### config.mk
export PLATFORM = sky130hd
export DESIGN_NAME = nmea_sentence_checker_unit_flat
export DESIGN_NICKNAME = d
export VERILOG_FILES = /design/src/sv/nsc_pkg.sv /design/src/sv/nsc_byte_if.sv /design/src/sv/nsc_result_if.sv /design/src/sv/nsc_line_tracker.sv /design/src/sv/nsc_result_stage.sv /design/src/sv/nmea_sentence_checker_unit.sv /design/src/flat_wrapper.sv
export SDC_FILE = /design/constraint.sdc
export NUM_CORES = 1
export LEC_CHECK = 0
export BUFFER_PORTS_ARGS = -buffer_cell sky130_fd_sc_hd__buf_4
export CAP_MARGIN = 25
export CORE_MARGIN = 3
export CORE_UTILIZATION = 56
export CTS_CLUSTER_SIZE = 24
export DETAILED_ROUTE_END_ITERATION = 16
export GPL_TIMING_DRIVEN = 0
export PLACE_DENSITY = 0.78
export SLEW_MARGIN = 20
export SYNTH_ARGS = -nofsm -noshare
export SYNTH_HDL_FRONTEND = slang
export SYNTH_SLANG_ARGS = --single-unit
### constraint.sdc
create_clock -name i_clk -period 3.15 [get_ports i_clk]
set_input_delay 0.63 -clock i_clk [delete_from_list [all_inputs] [get_ports i_clk]]
set_output_delay 0.63 -clock i_clk [all_outputs]
set_load 0.05 [all_outputs]
### src/sv/nsc_pkg.sv
// ---------------------------------------------------------------------------
// NMEA sentence checker package
// Shared types, character codes, verdict codes and the hex digit decoder.
// ---------------------------------------------------------------------------
package nsc_pkg;

    // Default longest line kept, in bytes
    localparam int LINE_MAX_DEF = 128;

    // Largest number of header characters compared
    localparam int HDR_MAX = 8;

    // Widths fixed by the field list
    localparam int BYTE_W    = 8;
    localparam int VERDICT_W = 3;
    localparam int PATTERN_W = 64;
    localparam int HLEN_W    = 4;
    localparam int CFG_IDX_W = 1;
    localparam int CFG_DATA_W = PATTERN_W;

    // Bits per hex digit (radix 16)
    localparam int HEX_DIGIT_W = 4;

    // Character codes
    localparam logic [BYTE_W-1:0] CH_DOLLAR = 8'h24;
    localparam logic [BYTE_W-1:0] CH_STAR   = 8'h2A;
    localparam logic [BYTE_W-1:0] CH_CR     = 8'h0D;
    localparam logic [BYTE_W-1:0] CH_LF     = 8'h0A;
    localparam logic [BYTE_W-1:0] CH_COMMA  = 8'h2C;
    localparam logic [BYTE_W-1:0] CH_NUL    = 8'h00;

    // Configuration register indexes
    localparam logic [CFG_IDX_W-1:0] REG_HEADER_PATTERN = 1'b0;
    localparam logic [CFG_IDX_W-1:0] REG_HEADER_LENGTH  = 1'b1;

    // Verdict codes, first failing check wins
    typedef enum logic [VERDICT_W-1:0] {
        VD_ACCEPTED   = 3'd0,
        VD_NO_DOLLAR  = 3'd1,
        VD_NO_STAR    = 3'd2,
        VD_SUM_SHORT  = 3'd3,
        VD_MISMATCH   = 3'd4,
        VD_HDR_FAIL   = 3'd5
    } t_verdict;

    // Header configuration as seen by the line tracker
    typedef struct packed {
        logic [PATTERN_W-1:0] pattern;
        logic [HLEN_W-1:0]    length;   // already limited to HDR_MAX
    } t_cfg;

    // One verdict word
    typedef struct packed {
        t_verdict          verdict;
        logic [BYTE_W-1:0] computed_sum;
        logic [BYTE_W-1:0] received_sum;
        logic [BYTE_W-1:0] line_length;
        logic [BYTE_W-1:0] field_count;
    } t_result;

    // Decoded hex character
    typedef struct packed {
        logic                   bad;
        logic [HEX_DIGIT_W-1:0] value;
    } t_hex;

    // Decode one ASCII hex digit, either case
    function automatic t_hex hex_decode(input logic [BYTE_W-1:0] c);
        t_hex h;
        h.bad   = 1'b0;
        h.value = '0;
        if (c inside {[8'h30:8'h39]}) begin
            h.value = HEX_DIGIT_W'(c - 8'h30);
        end else if (c inside {[8'h61:8'h66]}) begin
            h.value = HEX_DIGIT_W'(c - 8'h57);
        end else if (c inside {[8'h41:8'h46]}) begin
            h.value = HEX_DIGIT_W'(c - 8'h37);
        end else begin
            h.bad = 1'b1;
        end
        return h;
    endfunction

endpackage

### src/sv/nsc_byte_if.sv
// ---------------------------------------------------------------------------
// NMEA sentence checker byte channel
// Valid/ready channel that carries one received byte per word.
// ---------------------------------------------------------------------------
interface nsc_byte_if;
    logic       valid;
    logic       ready;
    logic [7:0] rx_byte;

    modport source (output valid, output rx_byte, input ready);
    modport sink   (input valid, input rx_byte, output ready);
endinterface

### src/sv/nsc_result_if.sv
// ---------------------------------------------------------------------------
// NMEA sentence checker result channel
// Valid/ready channel that carries one line verdict per word.
// ---------------------------------------------------------------------------
interface nsc_result_if;
    logic       valid;
    logic       ready;
    logic [2:0] verdict;
    logic [7:0] computed_sum;
    logic [7:0] received_sum;
    logic [7:0] line_length;
    logic [7:0] field_count;

    modport source (output valid, output verdict, output computed_sum,
                    output received_sum, output line_length, output field_count,
                    input ready);
    modport sink   (input valid, input verdict, input computed_sum,
                    input received_sum, input line_length, input field_count,
                    output ready);
endinterface

### src/sv/nsc_line_tracker.sv
// ---------------------------------------------------------------------------
// NMEA sentence checker line tracker
// Input register plus the per-line running state: XOR, counters, star and
// hex tracking, header match. Forms the verdict word on carriage return.
// ---------------------------------------------------------------------------
module nsc_line_tracker #(
    parameter int LINE_MAX = nsc_pkg::LINE_MAX_DEF
) (
    input  logic                    i_clk,
    input  logic                    i_rst_n,
    input  logic                    i_valid,
    output logic                    o_ready,
    input  logic [7:0]              i_byte,
    input  nsc_pkg::t_cfg           i_cfg,
    output logic                    o_res_valid,
    input  logic                    i_res_ready,
    output nsc_pkg::t_result        o_res
);
    import nsc_pkg::*;

    localparam int CNT_W = $clog2(LINE_MAX + 1);

    // Input register
    logic              r_in_valid, n_in_valid;
    logic [BYTE_W-1:0] r_in_byte;

    // Line state
    logic [CNT_W-1:0]  r_cnt, n_cnt;
    logic [BYTE_W-1:0] r_xor, n_xor;
    logic              r_star, n_star;
    logic [1:0]        r_cas, n_cas;
    logic [BYTE_W-1:0] r_hex, n_hex;
    logic              r_hex_bad, n_hex_bad;
    logic [BYTE_W-1:0] r_commas, n_commas;
    logic              r_dollar, n_dollar;
    logic              r_hdr_ok, n_hdr_ok;
    logic              r_zero, n_zero;

    logic              is_cr;
    logic              is_lf;
    logic              advance;
    logic              in_hdr;
    logic              hdr_final;
    logic [BYTE_W-1:0] want;
    t_hex              hd;
    t_verdict          verdict;

    assign is_cr   = (r_in_byte == CH_CR);
    assign is_lf   = (r_in_byte == CH_LF);
    // A carriage return waits for room in the result stage
    assign advance = r_in_valid && (!is_cr || i_res_ready);
    assign o_ready = !r_in_valid || advance;
    assign n_in_valid = o_ready ? i_valid : r_in_valid;

    assign in_hdr = (r_cnt < CNT_W'(i_cfg.length));
    assign want   = i_cfg.pattern[{r_cnt[2:0], 3'b000} +: BYTE_W];
    assign hd     = hex_decode(r_in_byte);

    // Update the line state for the byte in the input register
    always_comb begin
        n_cnt     = r_cnt;
        n_xor     = r_xor;
        n_star    = r_star;
        n_cas     = r_cas;
        n_hex     = r_hex;
        n_hex_bad = r_hex_bad;
        n_commas  = r_commas;
        n_dollar  = r_dollar;
        n_hdr_ok  = r_hdr_ok;
        n_zero    = r_zero;
        if (advance) begin
            if (is_cr) begin
                n_cnt     = '0;
                n_xor     = '0;
                n_star    = 1'b0;
                n_cas     = '0;
                n_hex     = '0;
                n_hex_bad = 1'b0;
                n_commas  = '0;
                n_dollar  = 1'b0;
                n_hdr_ok  = 1'b1;
                n_zero    = 1'b0;
            end else if (!is_lf && r_cnt < CNT_W'(LINE_MAX)) begin
                n_cnt = r_cnt + 1'b1;
                if (!r_zero) begin
                    if (r_in_byte == CH_NUL) begin
                        n_zero = 1'b1;
                        if (in_hdr) n_hdr_ok = 1'b0;
                    end else begin
                        if (in_hdr && r_in_byte != want) n_hdr_ok = 1'b0;
                        if (r_in_byte == CH_COMMA) n_commas = r_commas + 1'b1;
                        if (r_cnt == '0) begin
                            n_dollar = (r_in_byte == CH_DOLLAR);
                        end else if (!r_star) begin
                            if (r_in_byte == CH_STAR) n_star = 1'b1;
                            else n_xor = r_xor ^ r_in_byte;
                        end else if (r_cas != 2'd2) begin
                            if (hd.bad) n_hex_bad = 1'b1;
                            else n_hex = {r_hex[BYTE_W-HEX_DIGIT_W-1:0], hd.value};
                            n_cas = r_cas + 1'b1;
                        end
                    end
                end
            end
        end
    end

    // Form the verdict from the state held at the carriage return
    assign hdr_final = r_hdr_ok && !(!r_zero && in_hdr);

    always_comb begin
        if (!r_dollar) verdict = VD_NO_DOLLAR;
        else if (!r_star) verdict = VD_NO_STAR;
        else if (r_cas != 2'd2) verdict = VD_SUM_SHORT;
        else if (r_hex_bad || r_hex != r_xor) verdict = VD_MISMATCH;
        else if (!hdr_final) verdict = VD_HDR_FAIL;
        else verdict = VD_ACCEPTED;
    end

    assign o_res_valid        = r_in_valid && is_cr;
    assign o_res.verdict      = verdict;
    assign o_res.computed_sum = r_xor;
    assign o_res.received_sum = (r_cas == 2'd2 && !r_hex_bad) ? r_hex : '0;
    assign o_res.line_length  = BYTE_W'(r_cnt);
    assign o_res.field_count  = r_commas + 1'b1;

    // Hold the input byte and line state
    always_ff @(posedge i_clk) begin
        if (o_ready) r_in_byte <= i_byte;
        if (!i_rst_n) begin
            r_in_valid <= 1'b0;
            r_cnt      <= '0;
            r_xor      <= '0;
            r_star     <= 1'b0;
            r_cas      <= '0;
            r_hex      <= '0;
            r_hex_bad  <= 1'b0;
            r_commas   <= '0;
            r_dollar   <= 1'b0;
            r_hdr_ok   <= 1'b1;
            r_zero     <= 1'b0;
        end else begin
            r_in_valid <= n_in_valid;
            r_cnt      <= n_cnt;
            r_xor      <= n_xor;
            r_star     <= n_star;
            r_cas      <= n_cas;
            r_hex      <= n_hex;
            r_hex_bad  <= n_hex_bad;
            r_commas   <= n_commas;
            r_dollar   <= n_dollar;
            r_hdr_ok   <= n_hdr_ok;
            r_zero     <= n_zero;
        end
    end

`ifndef SYNTH
    a_cnt_bound: assert property (@(posedge i_clk) disable iff (!i_rst_n)
        r_cnt <= CNT_W'(LINE_MAX))
        else $error("line counter past line limit");

    a_cr_clears: assert property (@(posedge i_clk) disable iff (!i_rst_n)
        (advance && is_cr) |=> (r_cnt == '0 && r_hdr_ok && !r_star))
        else $error("line state not cleared after carriage return");

    a_hex_after_star: assert property (@(posedge i_clk) disable iff (!i_rst_n)
        (r_cas != 2'd0 || r_hex_bad) |-> r_star)
        else $error("checksum digits tracked before star");
`endif

endmodule

### src/sv/nsc_result_stage.sv
// ---------------------------------------------------------------------------
// NMEA sentence checker result stage
// Output register that holds one verdict word until the receiver takes it.
// ---------------------------------------------------------------------------
module nsc_result_stage (
    input  logic             i_clk,
    input  logic             i_rst_n,
    input  logic             i_load,
    output logic             o_free,
    input  nsc_pkg::t_result i_res,
    output logic             o_valid,
    input  logic             i_ready,
    output nsc_pkg::t_result o_res
);
    import nsc_pkg::*;

    logic    r_valid, n_valid;
    t_result r_res;
    logic    take;

    assign o_free  = !r_valid || i_ready;
    assign take    = i_load && o_free;
    assign n_valid = take ? 1'b1 : (i_ready ? 1'b0 : r_valid);
    assign o_valid = r_valid;
    assign o_res   = r_res;

    // Load a new word, drop the old one once taken
    always_ff @(posedge i_clk) begin
        if (take) r_res <= i_res;
        if (!i_rst_n) begin
            r_valid <= 1'b0;
        end else begin
            r_valid <= n_valid;
        end
    end

`ifndef SYNTH
    a_reset_empty: assert property (@(posedge i_clk)
        !i_rst_n |=> !r_valid)
        else $error("result register not empty after reset");

    a_load_sets: assert property (@(posedge i_clk) disable iff (!i_rst_n)
        take |=> (r_valid && r_res == $past(i_res)))
        else $error("loaded word not held");

    a_no_overwrite: assert property (@(posedge i_clk) disable iff (!i_rst_n)
        (i_load && r_valid && !i_ready) |-> !take)
        else $error("pending word overwritten");
`endif

endmodule

### src/sv/nmea_sentence_checker_unit.sv
// ---------------------------------------------------------------------------
// NMEA sentence checker unit
// Checks NMEA 0183 sentences from a byte stream and issues one verdict word
// per line: dollar, star, checksum, header prefix, field count.
// ---------------------------------------------------------------------------
// Usage:
//   i_rx carries received bytes, one word per byte. Line feeds are skipped,
//   a carriage return closes the line and yields one word on o_res; all
//   other bytes produce nothing. Bytes beyond LINE_MAX in a line are dropped.
//   The header registers are written through i_cfg_we / i_cfg_index /
//   i_cfg_data while the block is idle; index 0 is the header pattern,
//   index 1 the header length (values above eight count as eight).
//   Throughput: one byte per cycle while no carriage return waits for the
//   result register; the running XOR and counters are updated between the
//   input register and the result register. A carriage return's verdict
//   passes through the input register, then the result register, before
//   the receiver can take it.
//   Reset clears the line state, the header registers and both registers'
//   valid flags. When the receiver stalls, the verdict is held in the
//   result register; ordinary bytes keep flowing, and a further carriage
//   return waits in the input register, holding off the bytes behind it,
//   until the pending verdict has been taken.
// ---------------------------------------------------------------------------
module nmea_sentence_checker_unit #(
    parameter int LINE_MAX = nsc_pkg::LINE_MAX_DEF
) (
    input  logic                           i_clk,
    input  logic                           i_rst_n,
    nsc_byte_if.sink                       i_rx,
    nsc_result_if.source                   o_res,
    input  logic                           i_cfg_we,
    input  logic [nsc_pkg::CFG_IDX_W-1:0]  i_cfg_index,
    input  logic [nsc_pkg::CFG_DATA_W-1:0] i_cfg_data
);
    import nsc_pkg::*;

    logic [PATTERN_W-1:0] r_pattern;
    logic [HLEN_W-1:0]    r_hlen;
    logic [HLEN_W-1:0]    n_hlen;
    t_cfg                 cfg;
    t_result              trk_res;
    t_result              out_res;
    logic                 trk_valid;
    logic                 stage_free;

    // Limit the header length to the pattern size
    assign n_hlen = (i_cfg_data[HLEN_W-1:0] > HLEN_W'(HDR_MAX)) ?
                    HLEN_W'(HDR_MAX) : i_cfg_data[HLEN_W-1:0];

    // Hold the header registers
    always_ff @(posedge i_clk) begin
        if (!i_rst_n) begin
            r_pattern <= '0;
            r_hlen    <= '0;
        end else if (i_cfg_we) begin
            case (i_cfg_index)
                REG_HEADER_PATTERN: r_pattern <= i_cfg_data;
                REG_HEADER_LENGTH:  r_hlen    <= n_hlen;
                default: ;
            endcase
        end
    end

    assign cfg.pattern = r_pattern;
    assign cfg.length  = r_hlen;

    nsc_line_tracker #(
        .LINE_MAX (LINE_MAX)
    ) u_tracker (
        .i_clk       (i_clk),
        .i_rst_n     (i_rst_n),
        .i_valid     (i_rx.valid),
        .o_ready     (i_rx.ready),
        .i_byte      (i_rx.rx_byte),
        .i_cfg       (cfg),
        .o_res_valid (trk_valid),
        .i_res_ready (stage_free),
        .o_res       (trk_res)
    );

    nsc_result_stage u_result (
        .i_clk   (i_clk),
        .i_rst_n (i_rst_n),
        .i_load  (trk_valid),
        .o_free  (stage_free),
        .i_res   (trk_res),
        .o_valid (o_res.valid),
        .i_ready (o_res.ready),
        .o_res   (out_res)
    );

    assign o_res.verdict      = out_res.verdict;
    assign o_res.computed_sum = out_res.computed_sum;
    assign o_res.received_sum = out_res.received_sum;
    assign o_res.line_length  = out_res.line_length;
    assign o_res.field_count  = out_res.field_count;

endmodule

### src/flat_wrapper.sv
// flat-port wrapper written by rule: the top's interface ports become plain ports
module nmea_sentence_checker_unit_flat import nsc_pkg::*;
#(
    parameter int LINE_MAX = nsc_pkg::LINE_MAX_DEF
)
  (i_clk, i_rst_n, i_cfg_we, i_cfg_index, i_cfg_data, i_rx_valid, i_rx_rx_byte, i_rx_ready, o_res_valid, o_res_verdict, o_res_computed_sum, o_res_received_sum, o_res_line_length, o_res_field_count, o_res_ready);
  nsc_byte_if i_rx_i ();
  nsc_result_if o_res_i ();
  input  logic i_clk;
  input  logic i_rst_n;
  input  logic i_cfg_we;
  input  logic [nsc_pkg::CFG_IDX_W-1:0] i_cfg_index;
  input  logic [nsc_pkg::CFG_DATA_W-1:0] i_cfg_data;
  input wire logic [$bits(i_rx_i.valid)-1:0] i_rx_valid;
  input wire logic [$bits(i_rx_i.rx_byte)-1:0] i_rx_rx_byte;
  output wire logic [$bits(i_rx_i.ready)-1:0] i_rx_ready;
  output wire logic [$bits(o_res_i.valid)-1:0] o_res_valid;
  output wire logic [$bits(o_res_i.verdict)-1:0] o_res_verdict;
  output wire logic [$bits(o_res_i.computed_sum)-1:0] o_res_computed_sum;
  output wire logic [$bits(o_res_i.received_sum)-1:0] o_res_received_sum;
  output wire logic [$bits(o_res_i.line_length)-1:0] o_res_line_length;
  output wire logic [$bits(o_res_i.field_count)-1:0] o_res_field_count;
  input wire logic [$bits(o_res_i.ready)-1:0] o_res_ready;
  assign i_rx_i.valid = i_rx_valid;
  assign i_rx_i.rx_byte = i_rx_rx_byte;
  assign i_rx_ready = i_rx_i.ready;
  assign o_res_valid = o_res_i.valid;
  assign o_res_verdict = o_res_i.verdict;
  assign o_res_computed_sum = o_res_i.computed_sum;
  assign o_res_received_sum = o_res_i.received_sum;
  assign o_res_line_length = o_res_i.line_length;
  assign o_res_field_count = o_res_i.field_count;
  assign o_res_i.ready = o_res_ready;
  nmea_sentence_checker_unit #(.LINE_MAX(LINE_MAX)) u_core (.i_clk(i_clk), .i_rst_n(i_rst_n), .i_rx(i_rx_i), .o_res(o_res_i), .i_cfg_we(i_cfg_we), .i_cfg_index(i_cfg_index), .i_cfg_data(i_cfg_data));
endmodule
* After elaboration in Yosys (flattened, before gate mapping)
Index checks and enable logic that the tools add are counted.
** Word-level totals
- Flip-flop bits (word level) :: 152
- Input port bits :: 78
- Output and inout port bits :: 37
- Logic and storage cells :: 173
** Cells by class
- $add $sub $neg :: 6
- Order comparisons :: 9
- Equal/unequal tests :: 16
- Shifts and indexed selects :: 1
- Muxes and demuxes :: 72
- Bitwise logic cells :: 4
- Reductions and logical operators :: 44
** Operators by type and width (count)
- 8-bit 2-to-1 mux :: 22
- 64-bit by 7-bit variable part select with 8-bit output :: 1
- 1-bit 2-to-1 mux :: 35
- 8-bit by 6-bit == test with 1-bit output, second input constant :: 3
- 5-bit AND reduction :: 4
- 2-bit 2-to-1 mux :: 9
- 8-bit by 1-bit adder with 8-bit output, second input constant :: 2
- 8-bit by 4-bit == test with 1-bit output, second input constant :: 2
- 8-bit by 7-bit >= comparator with 1-bit output, second input constant :: 2
- 8-bit by 7-bit <= comparator with 1-bit output, second input constant :: 2
- 8-bit zero test :: 2
- 4-bit 2-to-1 mux :: 4
- 8-bit != test :: 2
- 8-bit AND reduction :: 2
- 7-bit AND reduction :: 2
- 2-bit nonzero test :: 7
- 1-bit logical AND :: 11
- 2-bit != test, second input constant :: 5
- 8-bit by 6-bit >= comparator with 1-bit output, second input constant :: 1
- 8-bit by 6-bit <= comparator with 1-bit output, second input constant :: 1
- 8-bit by 4-bit < comparator with 1-bit output :: 1
- 8-bit < comparator, second input constant :: 1
- 4-bit by 3-bit subtractor with 4-bit output, second input constant :: 2
- 8-bit bitwise XOR :: 1
- 13 further kinds :: 28

* Logic depth before layout (Yosys ltp)
Gate-level depths: netlist of the first run.
- Word-level depth :: 13
- Depth in mapped cells :: 9
- Gate-level depth less buffers :: 8

* Cells and area by module
A second synthesis of the first run with hierarchy kept.
** Unflattened totals
- Cell total of the unflattened synthesis :: 669
- Area, all modules :: 6854.1 µm²
** By module, submodules not included
- nsc_line_tracker :: times used 1, cells an instance 333, area each 3144.3 µm², sequential area each 1041.0 µm²
- nmea_sentence_checker_unit :: times used 1, cells an instance 296, area each 2601.2 µm², sequential area each 1361.3 µm²
- nsc_result_stage :: times used 1, cells an instance 40, area each 1108.6 µm², sequential area each 1071.0 µm²

* Worst setup path before layout of the first run
OpenSTA, ideal clock, no wires.
- Kind :: register to register
- Start point :: register u_core.u_tracker.r_in_byte[5]
- End point :: register u_core.u_result.r_res (netlist bit u_core.u_result.o_res[0]) (enable)
- Data arrival time :: 2245 ps
- Required time :: 2760 ps
- Setup slack :: 515 ps
- Stages on the path, launching flop included :: 6
- Clock period less this slack :: 2635 ps
- Cell sequence :: edfxtp_1 -> buf_6 -> or4_4 -> nor2_1 -> nand3b_1 -> inv_1
** Between the ends
- Longest elaborated chain between the ends :: 3
** RTL lines
- start: declaration :: RTL line nsc_line_tracker.sv:25 : logic [BYTE_W-1:0] r_in_byte;
- start signal: assignment :: RTL line nsc_line_tracker.sv:129 : if (o_ready) r_in_byte <= i_byte;
- 8-bit by 4-bit == test with 1-bit output :: RTL line nsc_line_tracker.sv:48 : assign is_cr = (r_in_byte == CH_CR);
- 1-bit logical AND :: RTL line nsc_line_tracker.sv:120 : assign o_res_valid = r_in_valid && is_cr;
- 1-bit logical AND :: RTL line nsc_result_stage.sv:22 : assign take = i_load && o_free;
- end signal: assignment :: RTL line nsc_result_stage.sv:29 : if (take) r_res <= i_res;
- end: declaration :: RTL line nsc_result_stage.sv:18 : t_result r_res;
Every way passes these cells.
A chain may end at the register's enable or synchronous reset.

* Final worst setup path of the first run
- Start point :: register u_core.u_tracker.r_in_byte[6]
- End point :: output port i_rx_ready
** Between the ends
- Longest elaborated chain between the ends :: 5
** RTL lines
- 8-bit by 4-bit == test with 1-bit output :: RTL line nsc_line_tracker.sv:48
- 1-bit zero test :: RTL line nsc_line_tracker.sv:51 : assign advance = r_in_valid && (!is_cr || i_res_ready);
- 1-bit logical OR :: RTL line nsc_line_tracker.sv:51
- 1-bit logical AND :: RTL line nsc_line_tracker.sv:51
- 1-bit logical OR :: RTL line nsc_line_tracker.sv:52 : assign o_ready = !r_in_valid || advance;
- end: declaration :: RTL line flat_wrapper.sv:16 : output wire logic [$bits(i_rx_i.ready)-1:0] i_rx_ready;
Every way passes these cells.

==> out/qor.yml, run 1 <==
synth:
  yosysSeqAreaShare: 0.5134
  synth_warnings: 0
  async_reset_ff_frac: 0
  yosysTopAreaCell: "dfxtp_1"
  synth-edff-count: 43
  synthTopCellsByArea: "dfxtp_1, edfxtp_1, nand2_1, a21boi_0, mux2i_1"
  ys_types: 53
  synth_nets: 777
  ys.flop_type: "dfxtp_1"
  yosysTopAreaCellShare: 0.3225
  syn_area_per_cell_um2: 9.833
  syn_area_um2: 6765
  ys_seq_elements: 152
  synthCells: 688
timing:
  clock.fmax_mhz: 338.1
  relSlewSlack: 0.3444
  period_share: 0.9389
  tightest_slew_ns: 0.9745
  slew_violations: 0
  grt_setup_unrepaired: "no"
  finalClockSkew_ns: 0.009077
  timing_hold_violations_final: 0
  finalSetupViolCount: 0
  finalSetupTns_ns: 0
  min_period_ns: 2.958
critical_path:
  ff2ff_setup_slack_ns: 0.47
  cpLargestDelayFamily: "simple AND/OR/NAND/NOR gates"
  worst-endpoint-arrival_ns: 2.33
  crit_path_cell_trace: "or4_4, nor2_4, nand3_2, buf_4"
  worstPathRequired_ns: 2.52
  crit_buf_inv: 1
  worst-path-max-fanout: 10
  cp-end-kind: "output port"
  max_stage_delay_ns: 0.61
  r2r-start: "u_core.u_tracker.r_in_byte[6]$_DFFE_PP_"
  reg2reg_depth: 7
  regToRegEndpoint: "u_core.u_tracker.r_hex[5]$_SDFFE_PN0P_"
  start_kind: "flip-flop"
  critical_path_class: "reg -> out"
  crit_slowest_cell: "or4_4"
route:
  routed_wl_um: 16110
  viasPerCell: 5.580
  drc: 0
  drt_iter0_markers: 412
  route.vias.total: 5446
  ant_nets: 0
  wl_per_cell_um: 16.51
  firstDrtPassIters: 5
clock_network:
  cts.clk_slew.worst_paths_ns: 0.06
  cts_root_buf: "clkbuf_16"
  cts_sinks: 152
  cts_tree: "built"
  cts_made_buffers: 17
  h-tree-depth: 4
  clock_latency_ns: 0.43
  clockBufferDepth: 2
  cts-hold-fix-buffers: 0
die:
  start_util: 0.5825
  core-area_um2: 11610
  io_pins: 115
  rows: 39
  dieHeight_um: 115.9
  die-width_um: 115.9
  die_area_um2: 13440
grt:
  use_met3: 0.05587
  grt_util_met1: 0.2926
  grt_pass1_vias: 5352
  met2_usage: 0.4269
  gr-total-overflow: 0
  grt_max_degree: 36
  grt_pass1_wl_um: 25700
  antenna_found_initial: 0
  grt.busiest_layer: "met2"
  grt_util_all_layers: 0.2474
placed_design:
  post-dp-hpwl_um: 12010
  place.gp.congestion: 0.8695
  portBuffers: 113
min_path:
  min-delay-start: "i_rx_rx_byte[1]"
  hp-class: "in -> reg"
  hold_path_end: "u_core.u_tracker.r_in_byte[1]$_DFFE_PP_"
  min_path_cells: 1
power:
  total_power_mw: 4.348
  peakVddDrop_uv: 328.9
  power_density_nw_per_um2: 519.8
  p_leak_nw: 3.226
final_layout:
  final_layout_size_suffix_gt1_frac: 0.2113
  diodes: 0
  areaGrowthSynthToFinish_pct: 23.65
  fin_nets: 909
run_status:
  status: "complete, no violations"
run:
  drv_cap: 0
## routing by layer
metal / part of all wire / vias up
li1: - / 2672
met1: 0.41 / 2557
met2: 0.51 / 180
met3: 0.054 / 37
met4: 0.030 / 0
met5: 0 / -
## power breakdown
part           internal (mW)  switching (mW)
logic                  0.159           0.164
registers               2.05          0.0407
clock network           1.12           0.807
total                   3.34            1.01
## cell usage after synthesis, types with 2 or more instances
library cell	n
nand4_1	10
nand2b_1	7
buf_6	3
clkinv_1	2
xnor2_1	15
buf_1	3
nor3_1	3
nor4_1	5
o2bb2ai_1	2
a21o_1	2
o21a_1	5
o21bai_1	2
nand3b_1	4
and3_1	8
nand2_1	151
o21ai_0	15
dfxtp_1	109
a21boi_0	70
edfxtp_1	43
or3_1	9
nor2_1	15
ha_1	11
mux2_2	9
mux2i_1	15
inv_1	16
buf_2	4
a221oi_1	5
nor3b_1	3
and2_1	12
xor2_1	14
o22ai_1	3
mux4_2	6
clkbuf_1	25
a22o_1	10
a21oi_1	23
nor2b_1	12
nand3_1	21
## registers in the layout (all words and copies together) (netlist names)
signal / count
u_core.u_tracker.r_hex: 8
u_core.u_tracker.r_star: 1
u_core.u_result.o_res: 35
u_core.u_tracker.r_cas: 2
u_core.u_tracker.r_in_valid: 1
u_core.r_hlen: 4
u_core.u_tracker.r_in_byte: 8
u_core.r_pattern: 64
u_core.u_tracker.r_cnt: 8
u_core.u_result.o_valid: 1
u_core.u_tracker.r_zero: 1
u_core.u_tracker.r_hdr_ok: 1
u_core.u_tracker.r_commas: 8
u_core.u_tracker.r_xor: 8
u_core.u_tracker.r_dollar: 1
u_core.u_tracker.r_hex_bad: 1
## worst max path at each step
stage | from | end | slack [ns] | depth (start not counted)
after global placement | u_core.u_tracker.r_in_byte[6]$_DFFE_PP_ | u_core.u_result.o_res[25]$_DFFE_PP_ | 0.05 | 4
after detailed placement | u_core.u_tracker.r_in_byte[6]$_DFFE_PP_ | i_rx_ready | 0.22 | 4
after floorplan | u_core.u_tracker.r_in_byte[5]$_DFFE_PP_ | u_core.u_result.o_res[0]$_DFFE_PP_ | 0.52 | 5
after CTS | u_core.u_tracker.r_in_byte[6]$_DFFE_PP_ | i_rx_ready | 0.10 | 4
final | u_core.u_tracker.r_in_byte[6]$_DFFE_PP_ | i_rx_ready | 0.19 | 4
after global routing | u_core.u_tracker.r_in_byte[1]$_DFFE_PP_ | i_rx_ready | 0.03 | 6
## kinds of logic (layout without fill, tap and decap cells)
family / after synthesis / after routing / share of synthesized area
and+or+nand+nor: 268 / 268 / 0.1864
DFF: 152 / 152 / 0.5134
AOI/OAI and AO/OA: 145 / 145 / 0.1517
buffers and inverters: 53 / 198 / 0.03348
muxes: 30 / 30 / 0.05715
xor gates and xnor gates: 29 / 29 / 0.03754
adders and majority gates: 11 / 11 / 0.02034
## layout by cell type (no fill, tap or decap), types with 4 or more instances in the layout
| master | synthesis | final |
|---|---|---|
| o21ai_0 | 15 | 15 |
| and2_1 | 12 | 12 |
| o21a_1 | 5 | 5 |
| nand4_1 | 10 | 10 |
| inv_1 | 16 | 15 |
| or3_1 | 9 | 9 |
| nand3_1 | 21 | 20 |
| clkbuf_1 | 25 | 27 |
| a21oi_1 | 23 | 23 |
| nor2b_1 | 12 | 12 |
| mux2i_1 | 15 | 15 |
| edfxtp_1 | 43 | 43 |
| and3_1 | 8 | 8 |
| dfxtp_1 | 109 | 109 |
| nor4_1 | 5 | 5 |
| a22o_1 | 10 | 10 |
| ha_1 | 11 | 11 |
| mux2_2 | 9 | 9 |
| xor2_1 | 14 | 14 |
| buf_4 | 0 | 113 |
| nor2_1 | 15 | 14 |
| xnor2_1 | 15 | 15 |
| buf_2 | 4 | 4 |
| nand2b_1 | 7 | 7 |
| nand2_1 | 151 | 151 |
| clkbuf_16 | 0 | 17 |
| a21boi_0 | 70 | 70 |
| nand3b_1 | 4 | 4 |
| clkinvlp_4 | 0 | 5 |
| mux4_2 | 6 | 6 |
| a221oi_1 | 5 | 5 |
## worst reg2reg max path: cells and delay by family (launching register included)
kind / cells / cell delay (ns)
flip-flops: 1 / 0.50
AND/OR/NAND/NOR: 3 / 1.05
buffers and inverters: 1 / 0.18
AO/OA/AOI/OAI: 3 / 0.85
## timing repair
action	CTS	global route
endpoints found under the setup margin	1	1
gates resized for setup	2	1
setup buffers	0	0
endpoints found under the hold margin	0	0
gates cloned	0	0
## cell type report
cell class	count	area [um^2]
Tap cell	143	178.9
Buffer	35	158.9
Inverter	18	67.56
Fill cell	902	3248
Sequential cell	152	3473
Multi-Input combinational cell	483	3078
Clock buffer	21	460.4
Timing Repair Buffer	113	848.3
Clock inverter	11	100.1
## through the flow
step | instances | util | worst slack (ns) | hold slack [ns] | instance area, um^2
after global placement | 944 | 0.6710 | 0.05222 | 0.4458 | 7792
after global routing | 976 | 0.7203 | 0.02668 | 0.3665 | 8366
after detailed placement | 944 | 0.6710 | 0.2248 | 0.4528 | 7792
after floorplan | 688 | - | 0.5151 | 0.4348 | 6765
after CTS | 976 | 0.7199 | 0.1020 | 0.3697 | 8361
final | 976 | 0.7203 | 0.1923 | 0.3811 | 8366
Power figures use the tool's default switching activity.
==> run 2, diff against run 1 <==
CORE_ASPECT_RATIO = 0.6   (was not set)
GPL_TIMING_DRIVEN = not set   (was 0)
==> run 2 against run 1 <==
  * Routed wire length up 9.4%
  * Final area fell by 0.18%
  * Highest routed layer unchanged
  * Clock skew is 0.0012 ns higher
  * Largest power group unchanged
  * Cell count fell by 0.41%
  * Global-route usage increased by 1.4 points
  * Critical path depth rose by 2
  * Largest cell class unchanged
==> out/qor.yml, run 2 (synthesis results as in run 1) <==
power:
  p_sw_mw: 1.068  # +5.6%
  swShare: 0.2471  # +0.01444
  power_density_nw_per_um2: 517.7  # -0.41%
  p_int_mw: 3.255  # -2.5%
  power_frac_comb: 0.075  # about the same
  p_leak_nw: 3.237  # +0.36%
  total_power_mw: 4.323  # -0.59%
  power_frac_seq: 0.486  # +0.005
  peakVddDrop_uv: 424.5  # +29%
  pwr-share-clk: 0.439  # -0.005
timing:
  timing_hold_violations_final: 0  # unchanged
  slew_violations: 0  # unchanged
  relSlewSlack: 0.5281  # +0.1837
  tightest_slew_ns: 0.7069  # -0.2676 ns
  finalClockSkew_ns: 0.01029  # +0.001215 ns
  period_share: 0.9053  # -0.03359
  finalSetupViolCount: 0  # unchanged
  grt_setup_unrepaired: "no"
  clock.fmax_mhz: 350.7  # +3.7%
  finalSetupTns_ns: 0  # unchanged
  min_period_ns: 2.852  # -0.1058 ns
final_layout:
  final-seq-area_um2: 3475  # about the same
  areaGrowthSynthToFinish_pct: 23.43
  final_common_cell: "nand2_1"
  top_register: "u_core.r_pattern"
  final_layout_size_suffix_gt1_frac: 0.2278  # +0.01655
  final_cell_mix: "nand2_1, buf_4, dfxtp_1, a21boi_0, edfxtp_1"
  stdcell_area_um2: 8351  # -0.18%
  fillCellCount: 880  # -2.4%
  largest_reg_flops: 64  # unchanged
  diodes: 0  # unchanged
  fin_nets: 888  # -2.3%
  multiInputGateArea_um2: 3075  # about the same
critical_path:
  start_kind: "flip-flop"
  crit_path_cell_trace: "or4_4, or2_4, o22ai_2, nand4_2, or3_1, a21oi_1"
  worst-endpoint-arrival_ns: 3.20  # +0.87 ns
  worstPathRequired_ns: 3.49  # +0.97 ns
  worst-path-max-fanout: 17  # +7
  cp-end-kind: "flip-flop"
  max_stage_delay_ns: 0.57  # -0.04 ns
  regToRegEndpoint: "u_core.u_tracker.r_xor[7]$_SDFFE_PN0P_"
  ff2ff_setup_slack_ns: 0.30  # -0.17 ns
  crit_slowest_cell: "or4_4"
  reg2reg_depth: 6  # -1
  r2r-start: "u_core.u_tracker.r_in_byte[5]$_DFFE_PP_"
  critical_path_class: "reg -> reg"
route:
  drc: 0  # unchanged
  firstDrtPassIters: 7  # +2
  route.vias.total: 5436  # -0.18%
  ant_nets: 0  # unchanged
  routed_wl_um: 17620  # +9.4%
  wl_per_cell_um: 18.13  # +9.8%
  viasPerCell: 5.593  # +0.23%
  drt_iter0_markers: 446  # +8.3%
min_path:
  hold_path_end: "u_core.u_tracker.r_in_byte[5]$_DFFE_PP_"
  min_path_cells: 1  # unchanged
  min-delay-start: "i_rx_rx_byte[5]"
  hp-class: "in -> reg"
run:
  drv_cap: 0  # unchanged
grt:
  grt_pass1_vias: 5028  # -6.1%
  gr-total-overflow: 0  # unchanged
  grt_max_degree: 65  # +81%
  antenna_found_initial: 0  # unchanged
  grt_util_all_layers: 0.2616  # +0.01421
  grt_pass1_wl_um: 27360  # +6.5%
clock_network:
  cts-hold-fix-buffers: 0  # unchanged
  cts_tree: "built"
  cts_root_buf: "clkbuf_16"
  cts.clk_slew.worst_paths_ns: 0.07  # about the same
  cts_made_buffers: 17  # unchanged
  cts_sinks: 152  # unchanged
  post_cts_buffers: 0  # unchanged
  clockBufferDepth: 2  # unchanged
  h-tree-depth: 4  # unchanged
  ctsResizeCount: 0  # -2
  clock_latency_ns: 0.42  # about the same
placed_design:
  postPlaceCellArea_um2: 7796  # about the same
  place.gp.congestion: 0.8834  # +1.6%
  portBuffers: 114  # +0.88%
  post-dp-hpwl_um: 12910  # +7.5%
die:
  die-width_um: 147.9  # +28%
  die_area_um2: 13480  # +0.33%
  rows: 30  # -23%
  start_util: 0.5871  # +0.004554
  dieHeight_um: 91.14  # -21%
  io_pins: 115  # unchanged
  core-area_um2: 11520  # -0.77%
run_status:
  status: "complete, no violations"
run 2: layout make-up:
class | count | area share
timing repair buffer | 127 | 0.1172
inverter | 18 | 0.008091
sequential | 152 | 0.4161
clock inverter | 14 | 0.01378
clock buffer | 18 | 0.05259
tap | 160 | 0.02397
multi-input combinational | 483 | 0.3683
run 2: metal layers:
metal / track usage / wire (um) / vias to the layer above
met3: 0.06534 / 1477 / 19
met4: 0.07763 / 248 / 0
met2: 0.3424 / 7008 / 242
met1: 0.4178 / 8885 / 2550
met5: 0 / 0 / -
li1: - / - / 2625
run 2: power by group through the flow:
stage	Combinational, mW	Clock [mW]	Sequential (mW)
2_1_floorplan	0.187	0	2.12
3_3_place_gp	0.315	0	2.14
3_5_place_dp	0.320	0	2.14
4_1_cts	0.322	1.91	2.10
5_1_grt	0.355	2.00	2.11
6_report	0.325	1.90	2.10
run 2: critical path, delay by kind of cell (launching register included):
kind,cells,cell delay [ns]
AND/OR/NAND/NOR,4,1.69
flip-flops,1,0.51
AO/OA/AOI/OAI,2,0.57
run 2: worst max-delay path by stage:
| stage | startpoint | to | slack [ns] | cells past startpoint |
|---|---|---|---|---|
| CTS | u_core.u_tracker.r_in_byte[5]$_DFFE_PP_ | i_rx_ready | 0.31 | 5 |
| floorplan | u_core.u_tracker.r_in_byte[5]$_DFFE_PP_ | u_core.u_result.o_res[0]$_DFFE_PP_ | 0.52 | 5 |
| finish | u_core.u_tracker.r_in_byte[5]$_DFFE_PP_ | u_core.u_tracker.r_xor[7]$_SDFFE_PN0P_ | 0.30 | 6 |
| detailed placement | u_core.u_tracker.r_in_byte[5]$_DFFE_PP_ | u_core.u_tracker.r_xor[7]$_SDFFE_PN0P_ | 0.37 | 6 |
| global placement | u_core.u_tracker.r_in_byte[5]$_DFFE_PP_ | u_core.u_tracker.r_cnt[5]$_SDFFE_PN0P_ | 0.50 | 7 |
| global route | u_core.u_tracker.r_in_byte[5]$_DFFE_PP_ | u_core.u_tracker.r_xor[5]$_SDFFE_PN0P_ | 0.13 | 6 |
run 2: through the flow:
stage / utilization / std cells / setup slack [ns] / hold WS (ns)
after global routing: 0.7246 / 972 / 0.1281 / 0.3646
after detailed placement: 0.6765 / 940 / 0.3704 / 0.4548
after floorplan: - / 688 / 0.5151 / 0.4348
after global placement: 0.6765 / 940 / 0.5003 / 0.4454
final: 0.7246 / 972 / 0.2982 / 0.3844
after CTS: 0.7246 / 972 / 0.3080 / 0.3755
==> run 3, diff against run 2 <==
BUFFER_PORTS_ARGS = not set   (was -buffer_cell sky130_fd_sc_hd__buf_4)
CORE_UTILIZATION = 63   (was 56)
DONT_BUFFER_PORTS = 1   (was not set)
PLACE_DENSITY = 0.77   (was 0.78)
REMOVE_ABC_BUFFERS = 1   (was not set)
==> run 3 against run 2 <==
  * Clock power grew 4%
  * Fmax shrank 4.4%
  * Power shrank 0.26%
  * Combinational power shrank 30%
  * Global-route usage grew 1.3 points
  * Core utilization grew 1.5 points
==> out/qor.yml, run 3 (synthesis results as in run 1) <==
grt:
  grt_pass1_wl_um: 25970  # -5.1%
  grt_pass1_vias: 4913  # -2.3%
  antenna_found_initial: 2  # +2
  grt_util_all_layers: 0.2749  # +0.01332
  grt_max_degree: 84  # +29%
  gr-total-overflow: 0  # unchanged
critical_path:
  critical_path_class: "reg -> reg"
  crit_path_cell_trace: "or4_4, or2_4, o22ai_2, nand4_2, or3_1, a21oi_1"
  worst-endpoint-arrival_ns: 3.33  # +0.13 ns
  start_kind: "flip-flop"
  crit_slowest_cell: "or4_4"
  worstPathRequired_ns: 3.49  # about the same
  max_stage_delay_ns: 0.57  # about the same
  cp-end-kind: "flip-flop"
  cpLargestDelayFamily: "simple AND/OR/NAND/NOR gates"
  worst-path-max-fanout: 17  # unchanged
  crit_buf_inv: 0  # unchanged
final_layout:
  final_common_cell: "nand2_1"
  stdcell_area_um2: 7513  # -10%
  final_layout_size_suffix_gt1_frac: 0.1041  # -0.1237
  areaGrowthSynthToFinish_pct: 11.06
  multiInputGateArea_um2: 3075  # unchanged
  fin_nets: 777  # -13%
  final_cell_mix: "nand2_1, dfxtp_1, a21boi_0, edfxtp_1, a21oi_1"
  largest_reg_flops: 64  # unchanged
  fillCellCount: 714  # -19%
  top_register: "u_core.r_pattern"
  final-seq-area_um2: 3475  # unchanged
clock_network:
  clock_latency_ns: 0.41  # about the same
  post_cts_buffers: 0  # unchanged
  cts_made_buffers: 17  # unchanged
  clockBufferDepth: 2  # unchanged
  cts_sinks: 152  # unchanged
  h-tree-depth: 4  # unchanged
  ctsResizeCount: 0  # unchanged
  cts_tree: "built"
  cts_root_buf: "clkbuf_16"
  cts.clk_slew.worst_paths_ns: 0.06  # about the same
  cts-hold-fix-buffers: 0  # unchanged
route:
  route.vias.total: 5111  # -6.0%
  drt_iter0_markers: 475  # +6.5%
  viasPerCell: 6.106  # +9.2%
  ant_nets: 0  # unchanged
  drc: 0  # unchanged
  wl_per_cell_um: 19.53  # +7.7%
  firstDrtPassIters: 5  # -2
  routed_wl_um: 16340  # -7.2%
timing:
  fin_ws_ns: 0.1665  # -0.1317 ns
  grt_setup_unrepaired: "no"
  finalSetupTns_ns: 0  # unchanged
  relSlewSlack: 0.5070  # -0.02104
  slew_violations: 0  # unchanged
  finalSetupViolCount: 0  # unchanged
  hold_ws_ns: 0.3128  # -0.07163 ns
  clock.fmax_mhz: 335.2  # -4.4%
  finalClockSkew_ns: 0.007914  # -0.002378 ns
  tightest_slew_ns: 0.7379  # +0.03096 ns
  min_period_ns: 2.984  # +0.1317 ns
  period_share: 0.9471  # +0.04179
  timing_hold_violations_final: 0  # unchanged
power:
  p_leak_nw: 2.740  # -15%
  peakVddDrop_uv: 468.9  # +10%
  power_density_nw_per_um2: 573.9  # +11%
  total_power_mw: 4.312  # -0.26%
placed_design:
  dp_slack_ns: 0.2713  # -0.09908 ns
  postPlaceCellArea_um2: 6932  # -11%
  place.gp.congestion: 0.8718  # -1.3%
  post-dp-hpwl_um: 11880  # -8.0%
  portBuffers: 0  # -100%
run:
  drv_cap: 0  # unchanged
die:
  io_pins: 115  # unchanged
  dieHeight_um: 86.27  # -5.3%
  rows: 28  # -6.7%
  die-width_um: 139.8  # -5.5%
  die_area_um2: 12060  # -11%
  core-area_um2: 10160  # -12%
  start_util: 0.6659  # +0.07881
run_status:
  status: "complete, no violations"
min_path:
  hp-class: "in -> reg"
-- run 3: worst paths after layout --
path	startpoint	endpoint	slack, ns	depth (start not counted)
max	u_core.u_tracker.r_in_byte[5]$_DFFE_PP_	u_core.u_tracker.r_xor[3]$_SDFFE_PN0P_	0.17	6
min	i_rx_rx_byte[0]	u_core.u_tracker.r_in_byte[0]$_DFFE_PP_	0.31	0
max reg2reg	u_core.u_tracker.r_in_byte[5]$_DFFE_PP_	u_core.u_tracker.r_xor[3]$_SDFFE_PN0P_	0.17	6
min reg2reg	u_core.r_pattern[51]$_SDFFE_PN0P_	u_core.r_pattern[51]$_SDFFE_PN0P_	0.46	2
-- run 3: metrics by stage --
stage,util,instances
after detailed placement,0.6823,804
after CTS,0.7393,836
after floorplan,-,653
after global routing,0.7393,836
final,0.7395,837
after global placement,0.6823,804
-- run 3: power breakdown --
| group | leakage (nW) | internal (mW) | total [mW] | switching, mW |
|---|---|---|---|---|
| sequential | 1.29 | 2.05 | 2.10 | 0.0455 |
| combinational | 1.16 | 0.0975 | 0.229 | 0.131 |
| clock | 0.293 | 1.17 | 1.98 | 0.818 |
-- run 3: layer usage --
metal / routed length [um] / up-vias / track usage
li1: - / 2404 / -
met1: 7679 / 2439 / 0.4034
met2: 6884 / 245 / 0.3973
met3: 1621 / 19 / 0.08379
met4: 131 / 4 / 0.07652
met5: 27 / - / 0
-- run 3: worst reg2reg max path: cells and delay by family (launching register included) --
kind | cells | cell delay, ns
and+or+nand+nor | 4 | 1.80
DFF | 1 | 0.52
AOI/OAI and AO/OA | 2 | 0.60
-- run 3: cell type report --
type,count,share of cell area
diodes,1,0.0003331
clock buffers,20,0.06228
clock inverters,12,0.01482
inverters,18,0.008993
multi-input cells,483,0.4093
flip-flops and latches,152,0.4624
well taps,135,0.02248
repair buffers,16,0.01932
